`config.mk`:
```
export PLATFORM = sky130hd
export DESIGN_NAME = icy_metadata_deframer_top
export DESIGN_NICKNAME = d
export VERILOG_FILES = /design/src/rtl/icyd_pkg.sv /design/src/rtl/icyd_core.sv /design/src/rtl/icyd_out_reg.sv /design/src/rtl/icy_metadata_deframer_top.sv
export SDC_FILE = /design/constraint.sdc
export NUM_CORES = 1
export LEC_CHECK = 0
export BUFFER_PORTS_ARGS = -buffer_cell sky130_fd_sc_hd__buf_4
export CAP_MARGIN = 20
export CORE_MARGIN = 1
export CORE_UTILIZATION = 50
export DETAILED_ROUTE_END_ITERATION = 8
export GPL_TIMING_DRIVEN = 0
export PLACE_DENSITY = 0.69
export SLEW_MARGIN = 10
export SYNTH_ARGS = -nofsm -noshare
export SYNTH_HDL_FRONTEND = slang
export SYNTH_SLANG_ARGS = --single-unit
```
`constraint.sdc`:
```
create_clock -name clk -period 4.1 [get_ports clk]
set_clock_uncertainty 0.05 [all_clocks]
set_input_delay 0.615 -clock clk [delete_from_list [all_inputs] [get_ports clk]]
set_output_delay 0.615 -clock clk [all_outputs]
set_load 0.01 [all_outputs]
```
`src/rtl/icyd_pkg.sv`:
```
`default_nettype none
// ----------------------------------------------------------------------------
// icyd_pkg
// Shared types, codes and the title pattern for the ICY metadata deframer.
// ----------------------------------------------------------------------------
package icyd_pkg;

    // Width of the audio interval counter and of the configuration data
    localparam int INTERVAL_BITS = 24;
    localparam int CFG_IDX_W     = 2;

    // Configuration register indexes
    localparam logic [CFG_IDX_W-1:0] CFG_IDX_ENABLE   = 2'd0;
    localparam logic [CFG_IDX_W-1:0] CFG_IDX_INTERVAL = 2'd1;

    // Result kinds
    localparam logic [1:0] KIND_AUDIO  = 2'd0;
    localparam logic [1:0] KIND_TITLE  = 2'd1;
    localparam logic [1:0] KIND_COMMIT = 2'd2;
    localparam logic [1:0] KIND_ABORT  = 2'd3;

    // Stream phase codes
    localparam logic PH_AUDIO = 1'b0;
    localparam logic PH_BLOCK = 1'b1;

    // Title matcher codes
    localparam logic [1:0] TP_SEARCH = 2'd0;
    localparam logic [1:0] TP_SKIP   = 2'd1;
    localparam logic [1:0] TP_COPY   = 2'd2;
    localparam logic [1:0] TP_DONE   = 2'd3;

    // Pattern "StreamTitle=" and special bytes
    localparam logic [3:0] PAT_LEN   = 4'd12;
    localparam logic [7:0] CHAR_S    = 8'h53;
    localparam logic [7:0] CHAR_SEMI = 8'h3B;

    typedef struct packed {
        logic [7:0] data_byte;
        logic       mute;
    } icyd_in_t;

    typedef struct packed {
        logic [1:0] kind;
        logic [7:0] out_byte;
    } icyd_out_t;

    // Configuration write seen by the core
    typedef struct packed {
        logic                     valid;
        logic [CFG_IDX_W-1:0]     index;
        logic [INTERVAL_BITS-1:0] value;
    } icyd_cfg_wr_t;

    // Result of one byte, handed to the output register
    typedef struct packed {
        logic      valid;
        icyd_out_t payload;
    } icyd_res_t;

    // Byte of "StreamTitle=" at a given match position
    function automatic logic [7:0] pat_byte(input logic [3:0] pos);
        logic [7:0] c;
        case (pos)
            4'd0:    c = 8'h53; // S
            4'd1:    c = 8'h74; // t
            4'd2:    c = 8'h72; // r
            4'd3:    c = 8'h65; // e
            4'd4:    c = 8'h61; // a
            4'd5:    c = 8'h6D; // m
            4'd6:    c = 8'h54; // T
            4'd7:    c = 8'h69; // i
            4'd8:    c = 8'h74; // t
            4'd9:    c = 8'h6C; // l
            4'd10:   c = 8'h65; // e
            4'd11:   c = 8'h3D; // =
            default: c = 8'h00;
        endcase
        return c;
    endfunction

endpackage
`default_nettype wire

```
`src/rtl/icyd_core.sv`:
```
`default_nettype none
// ----------------------------------------------------------------------------
// icyd_core
// Configuration registers, stream counters and title matcher. Works out the
// result of one byte combinationally; state advances on steps and cfg writes.
// ----------------------------------------------------------------------------
module icyd_core
    import icyd_pkg::*;
(
    input  wire logic         clk,
    input  wire logic         rst_n,
    input  wire icyd_cfg_wr_t cfg_wr,
    input  wire logic         step,
    input  wire icyd_in_t     step_data,
    output icyd_res_t         res
);

    logic                     metadata_enable_reg, metadata_enable_next;
    logic [INTERVAL_BITS-1:0] meta_interval_reg, meta_interval_next;
    logic                     phase_reg, phase_next;
    logic [INTERVAL_BITS-1:0] audio_left_reg, audio_left_next;
    logic [11:0]              block_left_reg, block_left_next;
    logic [3:0]               match_pos_reg, match_pos_next;
    logic [1:0]               title_phase_reg, title_phase_next;
    logic [7:0]               held_byte_reg, held_byte_next;
    logic                     held_valid_reg, held_valid_next;

    logic [7:0]  b;
    logic [11:0] bl_dec;
    logic        meta_off;

    assign b        = step_data.data_byte;
    assign meta_off = !metadata_enable_reg || (meta_interval_reg == '0);
    assign bl_dec   = (block_left_reg != 12'd0) ? (block_left_reg - 12'd1) : 12'd0;

    // Work out next state and result
    always_comb
    begin
        metadata_enable_next = metadata_enable_reg;
        meta_interval_next   = meta_interval_reg;
        phase_next           = phase_reg;
        audio_left_next      = audio_left_reg;
        block_left_next      = block_left_reg;
        match_pos_next       = match_pos_reg;
        title_phase_next     = title_phase_reg;
        held_byte_next       = held_byte_reg;
        held_valid_next      = held_valid_reg;
        res                  = '0;

        if (cfg_wr.valid)
        begin
            if (cfg_wr.index == CFG_IDX_ENABLE)
            begin
                metadata_enable_next = cfg_wr.value[0];
            end
            else if (cfg_wr.index == CFG_IDX_INTERVAL)
            begin
                meta_interval_next = cfg_wr.value;
                audio_left_next    = cfg_wr.value;
                phase_next         = PH_AUDIO;
                block_left_next    = 12'd0;
                match_pos_next     = 4'd0;
                title_phase_next   = TP_SEARCH;
                held_byte_next     = 8'd0;
                held_valid_next    = 1'b0;
            end
        end
        else if (step)
        begin
            if (meta_off)
            begin
                // Pass everything as audio, state frozen
                res.valid            = !step_data.mute;
                res.payload.kind     = KIND_AUDIO;
                res.payload.out_byte = b;
            end
            else if (phase_reg == PH_AUDIO)
            begin
                if (audio_left_reg != '0)
                begin
                    audio_left_next      = audio_left_reg - INTERVAL_BITS'(1);
                    res.valid            = !step_data.mute;
                    res.payload.kind     = KIND_AUDIO;
                    res.payload.out_byte = b;
                end
                else
                begin
                    // Length byte: times 16, no result
                    block_left_next = {b, 4'b0000};
                    if (b == 8'd0)
                    begin
                        audio_left_next = meta_interval_reg;
                    end
                    else
                    begin
                        phase_next       = PH_BLOCK;
                        match_pos_next   = 4'd0;
                        title_phase_next = TP_SEARCH;
                        held_byte_next   = 8'd0;
                        held_valid_next  = 1'b0;
                    end
                end
            end
            else
            begin
                block_left_next = bl_dec;

                case (title_phase_reg)
                    TP_SEARCH:
                    begin
                        if ((match_pos_reg < PAT_LEN) && (b == pat_byte(match_pos_reg)))
                        begin
                            if (match_pos_reg == PAT_LEN - 4'd1)
                            begin
                                match_pos_next   = 4'd0;
                                title_phase_next = TP_SKIP;
                            end
                            else
                            begin
                                match_pos_next = match_pos_reg + 4'd1;
                            end
                        end
                        else
                        begin
                            match_pos_next = (b == CHAR_S) ? 4'd1 : 4'd0;
                        end
                    end
                    TP_SKIP:
                    begin
                        title_phase_next = TP_COPY;
                        held_valid_next  = 1'b0;
                    end
                    TP_COPY:
                    begin
                        if (b == CHAR_SEMI)
                        begin
                            res.valid            = 1'b1;
                            res.payload.kind     = KIND_COMMIT;
                            res.payload.out_byte = 8'd0;
                            title_phase_next     = TP_DONE;
                            held_valid_next      = 1'b0;
                        end
                        else
                        begin
                            // Release the held byte, hold the new one
                            res.valid            = held_valid_reg;
                            res.payload.kind     = KIND_TITLE;
                            res.payload.out_byte = held_byte_reg;
                            held_byte_next       = b;
                            held_valid_next      = 1'b1;
                        end
                    end
                    default:
                    begin
                    end
                endcase

                // End of block: abort an open title, return to audio
                if (bl_dec == 12'd0)
                begin
                    if ((title_phase_next == TP_SKIP) || (title_phase_next == TP_COPY))
                    begin
                        res.valid            = 1'b1;
                        res.payload.kind     = KIND_ABORT;
                        res.payload.out_byte = 8'd0;
                    end
                    phase_next       = PH_AUDIO;
                    audio_left_next  = meta_interval_reg;
                    match_pos_next   = 4'd0;
                    title_phase_next = TP_SEARCH;
                    held_byte_next   = 8'd0;
                    held_valid_next  = 1'b0;
                end
            end
        end
    end

    // Hold state
    always_ff @(posedge clk or negedge rst_n)
    begin
        if (!rst_n)
        begin
            metadata_enable_reg <= 1'b0;
            meta_interval_reg   <= '0;
            phase_reg           <= PH_AUDIO;
            audio_left_reg      <= '0;
            block_left_reg      <= 12'd0;
            match_pos_reg       <= 4'd0;
            title_phase_reg     <= TP_SEARCH;
            held_byte_reg       <= 8'd0;
            held_valid_reg      <= 1'b0;
        end
        else
        begin
            metadata_enable_reg <= metadata_enable_next;
            meta_interval_reg   <= meta_interval_next;
            phase_reg           <= phase_next;
            audio_left_reg      <= audio_left_next;
            block_left_reg      <= block_left_next;
            match_pos_reg       <= match_pos_next;
            title_phase_reg     <= title_phase_next;
            held_byte_reg       <= held_byte_next;
            held_valid_reg      <= held_valid_next;
        end
    end

`ifndef ASSERT_OFF
    // The audio phase always runs with a cleared matcher
    a_audio_clear: assert property (@(posedge clk) disable iff (!rst_n)
        (phase_reg == PH_AUDIO) |-> (match_pos_reg == 4'd0) &&
            (title_phase_reg == TP_SEARCH) && !held_valid_reg)
        else $error("matcher not cleared in audio phase");

    // A block in progress always has bytes left
    a_block_left: assert property (@(posedge clk) disable iff (!rst_n)
        (phase_reg == PH_BLOCK) |-> (block_left_reg != 12'd0))
        else $error("block phase with zero bytes left");

    // A held byte exists only while copying the title
    a_held_copy: assert property (@(posedge clk) disable iff (!rst_n)
        held_valid_reg |-> (title_phase_reg == TP_COPY))
        else $error("held byte outside copy phase");
`endif

endmodule
`default_nettype wire

```
`src/rtl/icyd_out_reg.sv`:
```
`default_nettype none
// ----------------------------------------------------------------------------
// icyd_out_reg
// Result register of the deframer. Loads a result on each step and holds it
// until the downstream side takes the beat.
// ----------------------------------------------------------------------------
module icyd_out_reg
    import icyd_pkg::*;
(
    input  wire logic      clk,
    input  wire logic      rst_n,
    input  wire logic      load,
    input  wire icyd_res_t res,
    output logic           free,
    output logic           out_valid,
    input  wire logic      out_ready,
    output icyd_out_t      out_data
);

    logic      out_valid_reg, out_valid_next;
    icyd_out_t out_data_reg, out_data_next;

    // Register is free when empty or its beat leaves this cycle
    assign free = !out_valid_reg || out_ready;

    always_comb
    begin
        out_valid_next = out_valid_reg;
        out_data_next  = out_data_reg;
        if (load)
        begin
            out_valid_next = res.valid;
            out_data_next  = res.payload;
        end
        else if (out_ready)
        begin
            out_valid_next = 1'b0;
        end
    end

    always_ff @(posedge clk or negedge rst_n)
    begin
        if (!rst_n)
        begin
            out_valid_reg <= 1'b0;
        end
        else
        begin
            out_valid_reg <= out_valid_next;
        end
    end

    // Advance payload without reset
    always_ff @(posedge clk)
    begin
        out_data_reg <= out_data_next;
    end

    assign out_valid = out_valid_reg;
    assign out_data  = out_data_reg;

endmodule
`default_nettype wire

```
`src/rtl/icy_metadata_deframer_top.sv`:
```
`default_nettype none
// ----------------------------------------------------------------------------
// icy_metadata_deframer_top
// Splits ICY stream body bytes into audio bytes and stream-title beats.
//
//   channel | direction | handshake            | payload
//   --------+-----------+----------------------+--------------------------
//   in      | input     | in_valid / in_ready  | in_data (data_byte, mute)
//   out     | output    | out_valid / out_ready| out_data (kind, out_byte)
//   cfg     | input     | cfg_valid / cfg_ready| cfg_index, cfg_data
//
// One byte per cycle sustained while the output is ready; each byte passes
// the input register, then one pass of counter and matcher logic into the
// result register. Bytes that give no result leave no output beat.
// Reset clears all control state at once; no clearing pass is needed.
// A stalled output holds one result and one more byte in the input register.
// Configuration writes are always ready and apply on the next cycle.
// ----------------------------------------------------------------------------
module icy_metadata_deframer_top
    import icyd_pkg::*;
(
    input  wire logic                     clk,
    input  wire logic                     rst_n,
    input  wire logic                     in_valid,
    output logic                          in_ready,
    input  wire icyd_in_t                 in_data,
    output logic                          out_valid,
    input  wire logic                     out_ready,
    output icyd_out_t                     out_data,
    input  wire logic                     cfg_valid,
    output logic                          cfg_ready,
    input  wire logic [CFG_IDX_W-1:0]     cfg_index,
    input  wire logic [INTERVAL_BITS-1:0] cfg_data
);

    logic         s1_valid_reg, s1_valid_next;
    icyd_in_t     s1_data_reg;
    logic         step;
    logic         free;
    icyd_res_t    res;
    icyd_cfg_wr_t cfg_wr;

    assign cfg_ready = 1'b1;
    assign cfg_wr    = '{valid: cfg_valid, index: cfg_index, value: cfg_data};

    // Advance the input register into the result register
    assign step     = s1_valid_reg && free;
    assign in_ready = !s1_valid_reg || free;

    always_comb
    begin
        s1_valid_next = s1_valid_reg;
        if (in_valid && in_ready)
        begin
            s1_valid_next = 1'b1;
        end
        else if (step)
        begin
            s1_valid_next = 1'b0;
        end
    end

    always_ff @(posedge clk or negedge rst_n)
    begin
        if (!rst_n)
        begin
            s1_valid_reg <= 1'b0;
        end
        else
        begin
            s1_valid_reg <= s1_valid_next;
        end
    end

    // Capture the input beat
    always_ff @(posedge clk)
    begin
        if (in_valid && in_ready)
        begin
            s1_data_reg <= in_data;
        end
    end

    icyd_core u_core (
        .clk       (clk),
        .rst_n     (rst_n),
        .cfg_wr    (cfg_wr),
        .step      (step),
        .step_data (s1_data_reg),
        .res       (res)
    );

    icyd_out_reg u_out (
        .clk       (clk),
        .rst_n     (rst_n),
        .load      (step),
        .res       (res),
        .free      (free),
        .out_valid (out_valid),
        .out_ready (out_ready),
        .out_data  (out_data)
    );

`ifndef ASSERT_OFF
    // Input stalls only when both registers are full and the output is held
    a_in_stall: assert property (@(posedge clk) disable iff (!rst_n)
        !in_ready |-> (s1_valid_reg && out_valid && !out_ready))
        else $error("input stalled without a full pipeline");

    // A held output beat stays valid and unchanged
    a_out_hold: assert property (@(posedge clk) disable iff (!rst_n)
        (out_valid && !out_ready) |=> (out_valid && $stable(out_data)))
        else $error("output beat changed while stalled");

    // A waiting input byte stays in its register
    a_s1_hold: assert property (@(posedge clk) disable iff (!rst_n)
        (s1_valid_reg && !step) |=> (s1_valid_reg && $stable(s1_data_reg)))
        else $error("input register changed while waiting");
`endif

endmodule
`default_nettype wire

```
==> summary.txt <==
Outcome
  • Status: completed

Timing
  • RSZ-0062 raised after global routing: no
  • Max Freq: 0.2784 GHz
  • Final TNS setup: 0 ns
  • Hold Slack: 0.08247 ns
  • Max-Slew Margin vs Limit: 0.3838
  • Final hold vios: 0
  • Minimum clock period: 3.592 ns
  • Pins over their slew limit: 0
  • Final Cycle Share: 0.8760
  • Worst Max-Slew Pin Slew: 0.9159 ns
  • Setup violation total in the final timing report: 0

Worst setup path
  • Worst-path fanout max: 10
  • Crit. path cell count: 11
  • CP Capture Type: register
  • CP Cell Sequence: inv_1 > ha_1 > or4b_1 > buf_2 > nor4_4 > a21oi_1 > or3b_1 > buf_2 > a21oi_4 > o21ai_1 > a22o_1
  • CP max stage delay: 0.55 ns
  • Reg2reg path depth: 11
  • CP dominant cell by count: buf_2
  • Arrival time of the worst setup path: 3.78 ns
  • CP required: 4.28 ns
  • WP buf/inv: 3
  • Worst setup SP type: register
  • Slowest-stage cell, CP: nor4_4
  • Cell family with most CP delay: simple AND/OR/NAND/NOR gates
  • Setup CP Type: reg2reg

Yosys
  • Post-synthesis cell count: 609
  • Most common cell in the netlist: dfrtp_1
  • Ys Warns: 0
  • Post-synth top area cell: dfrtp_1
  • Syn_nets: 655
  • Mapped Area: 5791 µm²
  • Synth async-reset ratio: 0.8061
  • Number of synthesized flops with an enable pin: 19
  • Post-synth top cells: 79 x dfrtp_1, 64 x nor2_1, 39 x o21ai_0, 38 x nand2_1, 37 x a21oi_1
  • Ranking of synthesized cells by area: dfrtp_1 34%, edfxtp_1 9.9%, mux2_2 5.8%
  • Top FF cell, synth: dfrtp_1
  • Synthesized flop and latch total: 98
  • Syn avg cell area: 9.508 µm²
  • Sequential-to-total area share from yosys stat: 0.4399
  • Yosys cell types: 65
  • Synth top area share: 0.3414

Clocking
  • Setup Fix Bufs, Post-CTS: 0
  • CTS tree: built
  • Post-CTS Hold Fix Bufs: 0
  • Clock transition at path regs: 0.06 ns
  • Post-cts resize count: 0
  • Worst-skew pair later-pin latency: 0.35 ns
  • Number of H-tree levels: 3
  • CTS Root Cell: clkbuf_16
  • Num Clock Sinks: 98
  • CTS buffer count: 9
  • Max Buffers Root-to-Sink: 2

Pwr
  • Max VDD drop: 0.3513 mV
  • Cell area power density: 612.4 nW/µm²
  • Leakage power: 2.766 nW

Drt
  • Routed WL: 14.53 mm
  • Post-route ant nets: 0
  • Initial drt markers: 371
  • DRC viols: 0
  • First drt pass iteration count: 5
  • Wire per inst: 17.80 µm
  • Vias/cell: 5.996
  • Via count: 4893

Final layout
  • Fill cells: 996
  • Area growth, synth to finish: 15.23%
  • Layout cells sized above 1: 0.1760
  • N_diodes: 0
  • Final nets: 717

GRT
  • Pin count of the biggest net entering global routing: 80
  • Total GRT Usage: 0.2614
  • Initial antenna violation count: 0
  • Gr ovfl total: 0
  • Vias in the first global route: 4732
  • First-pass GRT wire length: 23.66 mm

Floorplanning
  • Die height: 109.6 µm
  • Die area: 12020 µm²
  • Ports: 53
  • Row count: 38
  • Effective utilization at floorplan: 0.5227
  • Core Footprint: 11080 µm²
  • Die Wd: 109.6 µm

Worst hold path
  • Hold crit path type: in2async

Placement
  • Port buffer count: 50
  • GPL Wtd Cong: 0.8866
  • DP HPWL: 10.47 mm

Run
  • Max Cap Violations: 0
## through the flow
step                      area [µm²]  std cells  worst slack, ns    util  power, mW
after floorplan                 5791        609            1.063       -      2.727
after global placement          6341        799           0.6073  0.5724      3.110
after detailed placement        6341        799           0.5919  0.5724      3.172
after CTS                       6645        815           0.5576  0.5998      4.079
after global routing            6673        816           0.3321  0.6023      4.349
final                           6673        816           0.5085  0.6023      4.086
## cell usage in the layout (no fill, tap or decap), types with 9 or more instances in the layout
master     netlist  final
edfxtp_1        19     19
o21ai_0         39     39
inv_1           27     27
buf_4            3     53
mux2_2          30     30
a22o_1          14     14
nor2_1          64     64
clkbuf_1        28     32
mux2i_1         16     16
clkbuf_16        0      9
nor4_1          16     16
xnor2_1         20     20
a21oi_1         37     37
a22oi_1          9      9
nand2b_1        10     10
a211oi_1        14     14
nor3_1          13     13
dfrtp_1         79     79
nand3_1         12     12
nand2_1         38     38
## where the power goes
part,switching (mW),internal (mW)
Sequential,0.250,1.26
Clock,0.359,0.534
Combinational,0.960,0.725
Total,1.57,2.52
## path summary, 6_finish.rpt
check                                                           from                                       end  slack, ns
min in group clk                                          in_data[4]                  s1_data_reg[4]$_DFFE_PP_       0.39
max in group asynchronous                                      rst_n  u_core.meta_interval_reg[19]$_DFFE_PN0P_       3.31
worst min register to register   u_core.held_byte_reg[2]$_DFFE_PN0P_       u_core.held_byte_reg[2]$_DFFE_PN0P_       0.45
worst min-delay path                                           rst_n      u_core.block_left_reg[6]$_DFFE_PN0P_       0.08
worst max-delay path            u_core.audio_left_reg[0]$_DFFE_PN0P_       u_core.held_byte_reg[4]$_DFFE_PN0P_       0.51
worst max register to register  u_core.audio_left_reg[0]$_DFFE_PN0P_       u_core.held_byte_reg[4]$_DFFE_PN0P_       0.51
## layout make-up
cell class,instances,area [µm²],area share
buffer,37,168.9,0.02531
inverter,27,101.3,0.01519
multi-input combinational,447,2973,0.4455
clock inverter,3,63.81,0.009563
timing repair buffer,51,402.9,0.06038
sequential,98,2547,0.3818
clock buffer,13,240.2,0.03600
tap,140,175.2,0.02625
## cell families (layout without fill, tap and decap cells)
family / Yosys count / after routing / synth area share
AND/OR/NAND/NOR: 211 / 211 / 0.1882
AO/OA/AOI/OAI: 155 / 155 / 0.1768
flip-flops: 98 / 98 / 0.4399
buffers and inverters: 64 / 131 / 0.04667
multiplexers: 52 / 52 / 0.1016
XOR/XNOR: 22 / 22 / 0.03328
adder cells (fa/ha/maj): 6 / 6 / 0.01296
other: 1 / 1 / 0.0006476
## metal layers
metal  part of all wire  vias up  routed length (µm)  track usage
met2               0.46      151                6676       0.4039
met5                  0        -                   0            0
met4              0.017        0                 249      0.09429
li1                   -     2339                   -            -
met1               0.47     2383                6839       0.3699
met3              0.052       20                 762      0.04327
Note: power is estimated with default switching activity, not from simulation.
